### src/hw/rtl/mtm_cal_pkg.sv
// mtm_cal_pkg: shared constants and types for the median trimmed mean calibrator
// no dependencies
`default_nettype none
package mtm_cal_pkg;
    localparam int SAMPLE_W = 12;
    localparam int MEAN_W   = 20;
    localparam int KEPT_W   = 7;
    localparam int TEMP_W   = 32;
    localparam int CFG_IDX_W = 2;
    localparam int CFG_DATA_W = 32;

    // register indexes
    localparam logic [CFG_IDX_W-1:0] REG_MAX_DELTA = 2'd0;
    localparam logic [CFG_IDX_W-1:0] REG_INTERCEPT = 2'd1;
    localparam logic [CFG_IDX_W-1:0] REG_SLOPE     = 2'd2;

    localparam logic [SAMPLE_W-1:0] MAX_DELTA_RST = 12'd64;
    localparam logic signed [31:0] INTERCEPT_RST = -32'sd6640368;
    localparam logic signed [31:0] SLOPE_RST     = 32'sd1217182;

    // controls broadcast to every sort cell
    typedef struct packed {
        logic load;    // load the window copy
        logic odd;     // odd phase of odd-even transposition
    } mtm_cell_ctrl_t;
endpackage
`default_nettype wire

### src/hw/rtl/mtm_cal_div.sv
// mtm_cal_div: restoring divider, one quotient bit per cycle
// depends on mtm_cal_pkg
`default_nettype none
module mtm_cal_div #(
    parameter int NUM_W = 26,
    parameter int DEN_W = 7
) (
    input  wire logic             aclk,
    input  wire logic             aresetn,
    input  wire logic             start,
    input  wire logic [NUM_W-1:0] num,
    input  wire logic [DEN_W-1:0] den,
    output logic                  done,
    output logic [NUM_W-1:0]      quo
);
    import mtm_cal_pkg::*;
    localparam int CNT_W = $clog2(NUM_W + 1);
    logic [NUM_W-1:0] q_reg, q_next;
    logic [DEN_W:0]   r_reg, r_next;
    logic [DEN_W-1:0] d_reg;
    logic [CNT_W-1:0] cnt_reg, cnt_next;
    logic             busy_reg, busy_next, done_reg, done_next;
    logic [DEN_W:0]   trial;

    // shift one numerator bit into the remainder, subtract if it fits
    always_comb begin
        q_next = q_reg; r_next = r_reg; cnt_next = cnt_reg;
        busy_next = busy_reg; done_next = 1'b0;
        trial = {r_reg[DEN_W-1:0], q_reg[NUM_W-1]};
        if (start) begin
            q_next = num; r_next = '0; cnt_next = CNT_W'(NUM_W); busy_next = 1'b1;
        end else if (busy_reg) begin
            if (trial >= {1'b0, d_reg}) begin
                r_next = trial - {1'b0, d_reg};
                q_next = {q_reg[NUM_W-2:0], 1'b1};
            end else begin
                r_next = trial;
                q_next = {q_reg[NUM_W-2:0], 1'b0};
            end
            cnt_next = cnt_reg - 1'b1;
            if (cnt_reg == CNT_W'(1)) begin
                busy_next = 1'b0; done_next = 1'b1;
            end
        end
    end

    always_ff @(posedge aclk) begin
        if (!aresetn) begin
            busy_reg <= 1'b0; done_reg <= 1'b0; cnt_reg <= '0;
        end else begin
            busy_reg <= busy_next; done_reg <= done_next; cnt_reg <= cnt_next;
        end
        q_reg <= q_next; r_reg <= r_next;
        if (start) d_reg <= den;
    end
    assign done = done_reg;
    assign quo  = q_reg;
endmodule
`default_nettype wire
### config.mk
export PLATFORM = sky130hd
export DESIGN_NAME = mtm_cal_div
export DESIGN_NICKNAME = d
export VERILOG_FILES = /design/src/hw/rtl/mtm_cal_pkg.sv /design/src/hw/rtl/mtm_cal_div.sv
export SDC_FILE = /design/constraint.sdc
export NUM_CORES = 1
export LEC_CHECK = 0
export BUFFER_PORTS_ARGS = -buffer_cell sky130_fd_sc_hd__buf_2
export CORE_ASPECT_RATIO = 0.8
export CORE_UTILIZATION = 40
export CTS_CLUSTER_SIZE = 12
export DETAILED_ROUTE_END_ITERATION = 8
export PLACE_DENSITY = 0.63
export SLEW_MARGIN = 0
export SYNTH_ARGS = -nofsm -noshare
export SYNTH_HDL_FRONTEND = slang
export SYNTH_SLANG_ARGS = --single-unit
### constraint.sdc
create_clock -name aclk -period 4.8 [get_ports aclk]
set_input_delay 0.48 -clock aclk [delete_from_list [all_inputs] [get_ports aclk]]
set_output_delay 0.48 -clock aclk [all_outputs]
set_load 0.1 [all_outputs]
== Word-level counts from Yosys, hierarchy flattened ==
Index checks and enable logic that the tools add are counted.
W data, S select, Z words.

* Bits of input ports: 36
* Word-level logic and storage cells: 26
* Register bits after elaboration: 47
* Output and inout bits: 27

* Eq/ne operators: 1
* Bitwise operators: 2
* Mux-type cells: 10
* Reduce and logical (&&, ||, !) cells: 3
* $lt $le $gt $ge: 1
* $add $sub $neg: 2

{| class="wikitable"
|+ Operators with widths
! cell !! count
|-
| $mux W26 || 2
|-
| $mux W5 || 2
|-
| $ge A8 B7 Y1 || 1
|-
| $mux W7 || 1
|-
| $sub A7 B7 Y7 || 1
|-
| $eq A5 B1 Y1 const B || 1
|-
| $mux W1 || 5
|-
| $sub A5 B1 Y5 const B || 1
|-
| $reduce_or A3 Y1 || 1
|-
| $not A1 Y1 || 2
|-
| $reduce_bool A2 Y1 || 1
|-
| $reduce_or A2 Y1 || 1
|}

== Depth between registers and ports, before layout ==
* Depth after elaboration: 4
* Mapped depth: 9

== Worst setup path after synthesis ==
OpenSTA, ideal clock, no wires.

* Path kind: register -> register
* Start point: reg q_reg[25] (netlist: quo[25])
* End point: reg q_reg[0] (netlist: quo[0]), data pin
* Slack: 2099 ps
* Cell stages (with the launch flop): 10
* Buffers on the path: 1
* Required time: 4670 ps
* Arrival: 2571 ps
* Library setup time: 130 ps
* Period minus slack after synthesis: 2701 ps
* Cells stage by stage: edfxtp_1 > inv_1 > ha_1 > fa_1 > nor2b_1 > o22ai_2 > a31oi_4 > or2_1 > buf_6 > mux2_2

* Cells in the longest elaborated chain, start to end: 4

{| class="wikitable"
|+ RTL lines
! item !! RTL line !! RTL
|-
| start, declared || mtm_cal_div.sv:18 || <nowiki>logic [NUM_W-1:0] q_reg, q_next;</nowiki>
|-
| start signal, assigned || mtm_cal_div.sv:53 || <nowiki>q_reg <= q_next; r_reg <= r_next;</nowiki>
|-
| $ge A8 B7 Y1 || mtm_cal_div.sv:33 || <nowiki>if (trial >= {1'b0, d_reg}) begin</nowiki>
|-
| $mux W1 || mtm_cal_div.sv:33 ||
|-
| $mux W26 || mtm_cal_div.sv:32 || <nowiki>end else if (busy_reg) begin</nowiki>
|-
| $mux W26 || mtm_cal_div.sv:30 || <nowiki>if (start) begin</nowiki>
|-
| via q_next[0] || mtm_cal_div.sv:18 ||
|}

The timed path passes the listed nets, and every way through them passes these cells. The select of a mux whose other input is x is not followed.
A chain may end at the register's enable or synchronous reset.

== Worst setup path in the final report ==
Ends and elaborated chain as after synthesis.

==> impl_metrics.yaml <==
run_status:
  status: "finished clean"
min_path:
  min_from: "den[5]"
  worstHoldPathCells: 1
  hp-class: "input port to register"
  min_to: "d_reg[5]"
synthesis:
  yosysMostFrequentCell: "edfxtp_1"
  synth-seq-cells: 47
  avgSynthCellArea_um2: 12.29
  synth_ff_type: "edfxtp_1"
  synthTopCellsByCount: "33 x edfxtp_1, 28 x mux2_2, 14 x dfxtp_1, 14 x inv_1, 14 x nor2_1"
  synth_area_um2: 2322
  synth_cells: 189
  ys_warn_count: 0
  synth_area_leaders: "edfxtp_1 43%, mux2_2 14%, dfxtp_1 12%"
  synth-edff-count: 33
  yosysTopAreaCell: "edfxtp_1"
  ys_types: 37
  synthArstFlopShare_pct: 0
  ys_seq_area_share_pct: 54.74
  synth_top_area_share_pct: 42.67
  syn_nets: 235
floorplan:
  rows: 24
  initial_core_util_pct: 42.03
  die_area_um2: 6116
  die_x_um: 87.19
  chipHeight_um: 70.15
  core_area_um2: 5525
  io_pins: 63
finish:
  final_util_pct: 50.25
  fillers: 531
  largest_reg_flops: 26
  drive_gt1_share_pct: 40.24
  area_delta_synth_final_pct: 19.56
  antenna_cells: 0
  final_cells: 329
  nets: 296
setup_path:
  cp_top_family: "adder cells"
  crit_path_top_delay_cell: "edfxtp_1"
  end_kind: "register"
  r2r_setup_slack_ps: 2420
  crit_fanout: 8
  critPathLaunch: "quo[25]"
  regToRegEndpoint: "quo[0]"
  critical_path_arrival_ps: 2550
  cp_data_required_time_ps: 4970
  cp-start-kind: "register"
  path_buf_inv: 1
  crit_chain: "inv_1, ha_1, fa_1, nor2b_1, o22ai_2, a31oi_4, or2_1, mux2_2"
  path_depth: 8
  slowest_delay_ps: 390
  worstReg2RegStart: "quo[25]"
  worst-setup-path-type: "register to register"
  worstRegToRegCells: 8
clocking:
  clock_latency_ps: 300
  htreeDepth: 2
  clk_path_buf_depth: 2
  tritoncts: "done"
  holdBufCountCts: 0
  cts_num_sinks: 47
  ctsResizeCount: 0
  cts_buffers: 5
  clk_pin_slew_ps: 90
  cts_root_buf: "clkbuf_8"
  cts_setup_buffers: 0
timing:
  max_freq_ghz: 0.4195
  drv_slew: 0
  clock-skew-final_ps: 10.39
  finalWorstSetupSlack_ps: 2416
  hold_viol_final: 0
  rsz0062_at_grt: "no"
  max_slew.worst_pin.slew_ps: 965.3
  holdWs_ps: 345.4
  slew_headroom_pct: 35.58
  fin_crit_sh_pct: 49.66
  period_minus_slack_ps: 2384
  fin_tns_setup_ps: 0
  setup_viol: 0
place:
  post-place-ws_ps: 2104
  hpwl_um: 3034
  dp.cells: 321
  gp_congestion: 0.7581
  portBuffers: 62
run:
  maxCapViolations: 0
routing:
  vias: 1603
  routed_wl_um: 4280
  first_pass_iters: 4
  wl_per_cell_um: 13.01
  via_per_inst: 4.872
  drt_first_iter_violations: 104
  route.detailed.drc: 0
  drtAntennaViolNets: 0
grt:
  grt_pass1_wl_um: 7189
  grt_max_degree: 43
  first_global_vias: 1583
  antenna_found_initial: 0
  grt_overflow: 0
  grt.total_usage_pct: 15.52
power:
  max-vdd-ir-drop_mv: 0.2750
  leakagePower_uw: 0.001142
  power_density_nw_per_um2: 372.1
==> how the worst max path moves through the flow <==
stage                  end  slack [ps]
floorplan           quo[0]        2100
global placement    quo[4]        2170
detailed placement  quo[5]        2100
CTS                 quo[0]        2430
global route        quo[0]        2220
finish              quo[0]        2420
==> worst reg2reg max path, cell delays in order (launching register included) <==
cell and delay, ps:
edfxtp_1 390, inv_1 60, ha_1 210, fa_1 380, nor2b_1 240, o22ai_2 150, a31oi_4 270, or2_1 330
mux2_2 220
==> metal layers <==
metal	routed length (um)	vias up	GRT usage, %
met5	0	-	0
met4	65	0	6.011
met3	282	8	5.201
met2	1922	47	24.15
met1	2009	747	19.95
li1	-	801	-
==> metrics by stage <==
step | power (uW) | cell area, um^2
floorplan | 755.4 | 2322
global placement | 807.6 | 2693
detailed placement | 808.5 | 2693
CTS | 1042 | 2776
global route | 1075 | 2776
finish | 1033 | 2776
==> layout make-up <==
| class | count | area [um^2] | area share (%) |
|---|---|---|---|
| multi-input combinational | 120 | 960.9 | 34.61 |
| clock inverter | 1 | 7.507 | 0.2704 |
| inverter | 14 | 52.55 | 1.893 |
| tap | 78 | 97.59 | 3.515 |
| clock buffer | 7 | 76.32 | 2.749 |
| sequential | 47 | 1271 | 45.79 |
| timing repair buffer | 62 | 310.3 | 11.18 |
==> power by group <==
group	internal (uW)	switching [uW]
clock network	103	131
logic	72.2	232
registers	475	19.7
total	651	383
==> cells by family (layout without fill, tap and decap cells) <==
| family | Yosys count | after routing | synth area share [%] |
|---|---|---|---|
| AO/OA/AOI/OAI | 28 | 28 | 9.322 |
| XOR/XNOR | 5 | 5 | 1.886 |
| adder cells (fa/ha/maj) | 10 | 10 | 5.711 |
| buffers and inverters | 22 | 84 | 3.879 |
| flip-flops | 47 | 47 | 54.74 |
| multiplexers | 28 | 28 | 13.58 |
| AND/OR/NAND/NOR | 49 | 49 | 10.88 |
==> cells in the final DEF, fill, tap and decap left out, drive strengths merged, types with 7 or more instances in the layout <==
master,count
buf,62
edfxtp,33
mux2,28
nor2,14
inv,14
dfxtp,14
nand2,11
ha,9
a21oi,7
clkbuf,7
(Power assumes the default switching activity.)
