`config.mk`:
```
export PLATFORM = sky130hd
export DESIGN_NAME = mtm_cal_cell
export DESIGN_NICKNAME = d
export VERILOG_FILES = /design/src/hw/rtl/mtm_cal_pkg.sv /design/src/hw/rtl/mtm_cal_cell.sv
export SDC_FILE = /design/constraint.sdc
export NUM_CORES = 1
export LEC_CHECK = 0
export BUFFER_PORTS_ARGS = -buffer_cell sky130_fd_sc_hd__buf_2
export CAP_MARGIN = 20
export CORE_MARGIN = 2
export CORE_UTILIZATION = 42
export CTS_CLUSTER_SIZE = 10
export DETAILED_ROUTE_END_ITERATION = 10
export GPL_ROUTABILITY_DRIVEN = 0
export PLACE_DENSITY = 0.84
export SLEW_MARGIN = 15
export SYNTH_ARGS = -nofsm -noshare
export SYNTH_HDL_FRONTEND = slang
export SYNTH_SLANG_ARGS = --single-unit
```
`constraint.sdc`:
```
create_clock -name aclk -period 2.4 [get_ports aclk]
set_input_delay 0 -clock aclk [delete_from_list [all_inputs] [get_ports aclk]]
set_output_delay 0 -clock aclk [all_outputs]
set_load 0.005 [all_outputs]
```
`src/hw/rtl/mtm_cal_pkg.sv`:
```
// mtm_cal_pkg: shared constants and types for the median trimmed mean calibrator
// no dependencies
`default_nettype none
package mtm_cal_pkg;
    localparam int SAMPLE_W = 12;
    localparam int MEAN_W   = 20;
    localparam int KEPT_W   = 7;
    localparam int TEMP_W   = 32;
    localparam int CFG_IDX_W = 2;
    localparam int CFG_DATA_W = 32;

    // register indexes
    localparam logic [CFG_IDX_W-1:0] REG_MAX_DELTA = 2'd0;
    localparam logic [CFG_IDX_W-1:0] REG_INTERCEPT = 2'd1;
    localparam logic [CFG_IDX_W-1:0] REG_SLOPE     = 2'd2;

    localparam logic [SAMPLE_W-1:0] MAX_DELTA_RST = 12'd64;
    localparam logic signed [31:0] INTERCEPT_RST = -32'sd6640368;
    localparam logic signed [31:0] SLOPE_RST     = 32'sd1217182;

    // controls broadcast to every sort cell
    typedef struct packed {
        logic load;    // load the window copy
        logic odd;     // odd phase of odd-even transposition
    } mtm_cell_ctrl_t;
endpackage
`default_nettype wire

```
`src/hw/rtl/mtm_cal_cell.sv`:
```
// mtm_cal_cell: one cell of the odd-even transposition sort chain
// depends on mtm_cal_pkg
`default_nettype none
module mtm_cal_cell (
    input  wire logic                               aclk,
    input  wire mtm_cal_pkg::mtm_cell_ctrl_t        ctrl,
    input  wire logic                               cell_odd,
    input  wire logic                               has_left,
    input  wire logic                               has_right,
    input  wire logic [mtm_cal_pkg::SAMPLE_W-1:0]   load_val,
    input  wire logic [mtm_cal_pkg::SAMPLE_W-1:0]   left_val,
    input  wire logic [mtm_cal_pkg::SAMPLE_W-1:0]   right_val,
    output logic [mtm_cal_pkg::SAMPLE_W-1:0]        val
);
    import mtm_cal_pkg::*;
    logic [SAMPLE_W-1:0] val_reg, val_next;
    logic                pair_right;

    // in this phase the cell pairs with its right neighbor when its parity matches
    always_comb begin
        pair_right = (cell_odd == ctrl.odd);
        val_next = val_reg;
        if (ctrl.load) begin
            val_next = load_val;
        end else if (pair_right) begin
            if (has_right && right_val < val_reg) val_next = right_val;
        end else begin
            if (has_left && left_val > val_reg) val_next = left_val;
        end
    end

    always_ff @(posedge aclk) begin
        val_reg <= val_next;
    end
    assign val = val_reg;
endmodule
`default_nettype wire

```
* Word-level counts from Yosys, hierarchy flattened
Cells that the tools add are included.
Cells by class: magnitude comparators 2, equality and inequality tests 2, reductions and logical operators 4, mux-type cells 4
Operators by type and width (count):
- two-way mux 12 bit | 4
- > comparator 12 bit | 1
- less-than comparator 12 bit | 1
- != test 3 x 2 -> 1 bit (second input constant) | 1
- nonzero test 3 bit | 1
- logical AND 1 bit | 2
- AND reduction 2 bit | 1
- == test 1 bit | 1
Word-level totals: input port bits 42, word-level logic and storage cells 13, output and inout port bits 12, register bits 12

* Depth between registers and ports, before layout
word-level depth 5, gate-level depth with buffers 7, depth with buffers taken out 7

* Worst setup path after synthesis
OpenSTA, ideal clock, no wires.
kind register to register, start register val_reg[9], in the netlist val[9], end register val_reg[0], in the netlist val[0], enable pin, period minus slack after synthesis 2.364 ns, arrival 1.979 ns, cell stages (with the launch flop) 8, slack 0.036 ns, setup time 0.385 ns, path buffers 0, required time 2.015 ns, cell sequence edfxtp_1 -> inv_1 -> ha_1 -> a211oi_1 -> nor2_1 -> and4bb_1 -> o2111ai_1 -> a21oi_1
On the way: longest elaborated chain between the ends 4, elaborated cells between the ends (all ways) 7, classes of those cells order compare (2); eq/ne (1); reduce/logical (4)
RTL lines:
- start: declaration | RTL line mtm_cal_cell.sv:16 | logic [SAMPLE_W-1:0] val_reg, val_next;
- start signal: assignment | RTL line mtm_cal_cell.sv:33 | val_reg <= val_next;
- less-than comparator 12 bit or > comparator 12 bit (tied branches) | RTL line mtm_cal_cell.sv:26, mtm_cal_cell.sv:28
- logical AND 1 bit (on tied branches) | RTL line mtm_cal_cell.sv:26, mtm_cal_cell.sv:28
- != test 3 x 2 -> 1 bit (no line) or nonzero test 3 bit (tied branches)
- AND reduction 2 bit (no line) (*)
Every way passes the cells marked *; elsewhere a longest branch is shown, timed or not. A chain may end at the register's enable or synchronous reset.

* Worst setup path after layout
start register val_reg[9], in the netlist val[9], end register val_reg[10], in the netlist val[10], enable pin
The elaborated chain is that of the path after synthesis.

==> metrics list <==
* Antenna Diode Count: 0
- The tightest min-delay check is of the in -> reg type.
* Final Net Count: 246
- Status: finished clean
- The most used flip-flop cell after synthesis is sky130_fd_sc_hd__edfxtp_1.
- Clock-pin slew was measured on the worst setup and hold paths at 0.08 ns.
- Buffers inserted during post-CTS setup optimization: 0
* Family with the most delay on the worst path: compound AO/OA/AOI/OAI gates
* Post-synthesis to final-layout area growth: 28.5%
- Setup violations remaining at the end of the flow were counted as 0.
- Overall power after layout: 0.751 mW
* Fin crit period: 2.04 ns
* Dominant combinational cell family by area after synthesis: adder cells
- The total overflow left after global routing is 0.
- Port buffering added 53 buffers.
* Register-to-register path setup slack: 0.36 ns
- DRT Wirelength: 2700 microns
- Worst-Skew Late Latency: 0.27 ns
- The worst setup path is launched from a flip-flop.
- Once the clock tree was built, the resizer swapped 0 gates to a different size.
* Die Footprint: 3230 sq um
- Worst vdd rail ir drop: 0.398 mV
- Pin count of the biggest net entering global routing: 27
- Summing the areas of all compound-gate instances in the mapped netlist gives 16.5% of the synthesized area.
- Counting cells, the worst reg-to-reg path comes to 8.
* Fraction of the mapped netlist area in simple logic gates: 12.0%
- The worst hold path terminates at val[0].
- Cell types with the highest counts after synthesis: sky130_fd_sc_hd__ha_1 (23), sky130_fd_sc_hd__nand2_1 (15), sky130_fd_sc_hd__inv_1 (13)
- DRC violation total after the first TritonRoute iteration: 19
- HP Start: load_val[0]
- Walking the worst path, the cells encountered are inv_1 > ha_1 > a211oi_1 > nor2_1 > and4bb_1 > o2111ai_1 > a21oi_1 > buf_4.
- Initial antenna violation count: 0
* Capturing element type of the critical path: flip-flop
- Once placement completed, the tool counted placed cells totaling 207.
- Number of synthesized register bits: 12
- Critical path depth in cells: 8
* Maximum clock rate: 489 MHz
- In the routed layout, each cell is associated on average with a via count of 5.22.
- The clock passes through at most 2 buffers.
* Post-synth top area cell: sky130_fd_sc_hd__edfxtp_1
- Final worst path period share: 85.2%
- TritonCTS built the clock tree.
* RSZ-0062 raised after global routing: false
- During synthesis, Yosys emitted a total of 0 warnings.
- Count of pins over their slew limit: 0
- After synthesis, flip-flops and latches occupy 30.8% of the total area.
* Worst Skew: 0.00447 ns
* H-tree depth: 1
- Cells with a size suffix above 1 make up 34.1% of the layout.
* Post-Layout Cell Count: 210
- Global-route wire length before repair: 4460 microns
* Clk Tree Root Cell: sky130_fd_sc_hd__clkbuf_4
* Overall via count from detail_route: 1097
- In this run the biggest area consumer among cell types represents 30.8% of the synthesized area.
* Power density relative to cell area: 499 nW/um^2
- Overall die height: 56.8 microns
* ANT nets after route: 0
* Most frequent cell after synthesis: sky130_fd_sc_hd__ha_1
- After synthesis, the mean cell area works out to 9.52 sq um.
- Horiz. Die Dim: 56.8 microns
* Buffering stage count on the worst path with inverters included: 2
- Post-DP HPWL: 2300 microns
- Reg2reg start: val[9]
- In this run the critical register-to-register path is captured at val[10].
- Of all flip-flops after synthesis, the portion carrying an async set or reset was 0%.
- Routed length per placed instance: 12.9 microns
* Endpoint required time on the critical path: 2.39 ns
* Placed cell area: 1480 sq um
- The initial utilization of the core area, before any placement, comes to 43.2%.
* Largest register FFs: 12
* Transition at the pin with the smallest max-transition slack: 0.488 ns
* Worst hold path stage count: 3
* Kind of critical path: reg -> reg
* Critical path data arrival time: 2.03 ns
- The via count of the first global-routing pass came to 1040.
* Count of hold buffers inserted by post-cts repair: 0
* Leading cell types by total area after synthesis: sky130_fd_sc_hd__edfxtp_1 (31%), sky130_fd_sc_hd__ha_1 (25%), sky130_fd_sc_hd__mux2i_1 (9.4%)
* Post-synthesis xor/xnor area fraction: 1.39%
- Number of distinct library cells after synthesis: 25
* Placement Rows: 19
- Setup total negative slack on the finished layout was measured at 0 ns.
* TritonRoute pass-1 iters: 4
- The hold violation total from the final report is 0.
* Clock net sink count: 12
- Syn_nets: 188
- Yosys mapped a number of flops with a built-in enable equal to 12.
- Post-route cell area: 1510 sq um
* Critical path peak fanout: 6
- Gate Count Post-Synth: 123
- In this run the cell area of the synthesized design comes to 1170 sq um.
- Headroom to the max-slew limit came out at 67.3%.
- For this design the static power due to leakage is 0.775 nW.
- Number of clock buffers inserted by TritonCTS: 3
- Overall fraction of global-route tracks in use: 17.6%
- Number of remaining DRC errors: 0
- Measured against the total synthesized area, the mux share comes to 9.40%.
- Number of placed I/O pins: 54
* Adder-cell share of the synthesized area: 24.6%
- Delay of the slowest cell on the worst path: 0.38 ns
- Max-cap violations: 0
- Core Area: 2710 sq um
- Critical path's slowest cell: sky130_fd_sc_hd__edfxtp_1
[final cells by class]
type	instances	area, sq um
Tap cell	31	38.8
Timing Repair Buffer	56	288
Multi-Input combinational cell	95	747
Sequential cell	12	360
Fill cell	246	1200
Clock buffer	3	22.5
Inverter	13	48.8
[worst register-to-register path, cell delays in order, from the launching register on]
cell,delay [ns]
sky130_fd_sc_hd__edfxtp_1,0.38
sky130_fd_sc_hd__inv_1,0.09
sky130_fd_sc_hd__ha_1,0.25
sky130_fd_sc_hd__a211oi_1,0.21
sky130_fd_sc_hd__nor2_1,0.07
sky130_fd_sc_hd__and4bb_1,0.28
sky130_fd_sc_hd__o2111ai_1,0.11
sky130_fd_sc_hd__a21oi_1,0.19
sky130_fd_sc_hd__buf_4,0.19
[stage by stage]
step	worst slack [ns]	hold slack, ns	utilization (%)
5_1_grt	0.223	0.00783	55.5
6_report	0.356	0.00691	55.5
4_1_cts	0.327	0.0000466	55.5
2_1_floorplan	0.0363	0.191	-
3_3_place_gp	0.427	0.282	54.7
3_5_place_dp	0.336	0.286	54.7
[cell usage in the layout (no fill, tap or decap), drive strengths merged, types with 2 or more instances in the layout]
| master | synthesis | layout |
|---|---|---|
| a21oi | 8 | 8 |
| nor2 | 3 | 3 |
| a211oi | 4 | 4 |
| o21ai | 13 | 13 |
| mux2i | 11 | 11 |
| ha | 23 | 23 |
| o211ai | 2 | 2 |
| clkbuf | 2 | 3 |
| edfxtp | 12 | 12 |
| inv | 13 | 13 |
| nand4 | 4 | 4 |
| nand3 | 2 | 2 |
| nand2 | 15 | 15 |
| buf | 1 | 56 |
[per-layer routing]
metal  wire length, microns  share of wire, %  track usage, %  vias up
li1                       -                 -               -      574
met1                   1260                47            23.2      481
met2                   1230                45            28.4       36
met3                    165               6.1            3.23        6
met4                     49               1.8            7.31        0
met5                      0                 0               0        -
[worst max-delay path by stage]
stage | start | slack [ns] | endpoint
4_1_cts | val[9] | 0.33 | val[0]
3_5_place_dp | val[9] | 0.34 | val[11]
5_1_grt | val[9] | 0.22 | val[1]
2_1_floorplan | val[9] | 0.04 | val[0]
3_3_place_gp | val[9] | 0.43 | val[11]
6_report | val[9] | 0.36 | val[10]
[power by group]
group,internal [mW],total (mW),switching [mW]
sequential,0.277,0.293,0.0162
clock,0.0581,0.125,0.0665
combinational,0.155,0.333,0.177
[logic make-up (layout without fill, tap and decap cells)]
group / after synthesis / in the layout
compound gates: 31 / 31
simple gates: 29 / 29
fa+ha+maj: 23 / 23
buf+inv: 16 / 72
flops: 12 / 12
mux: 11 / 11
xor+xnor: 1 / 1
No activity file was read; power rests on OpenSTA's default activity.
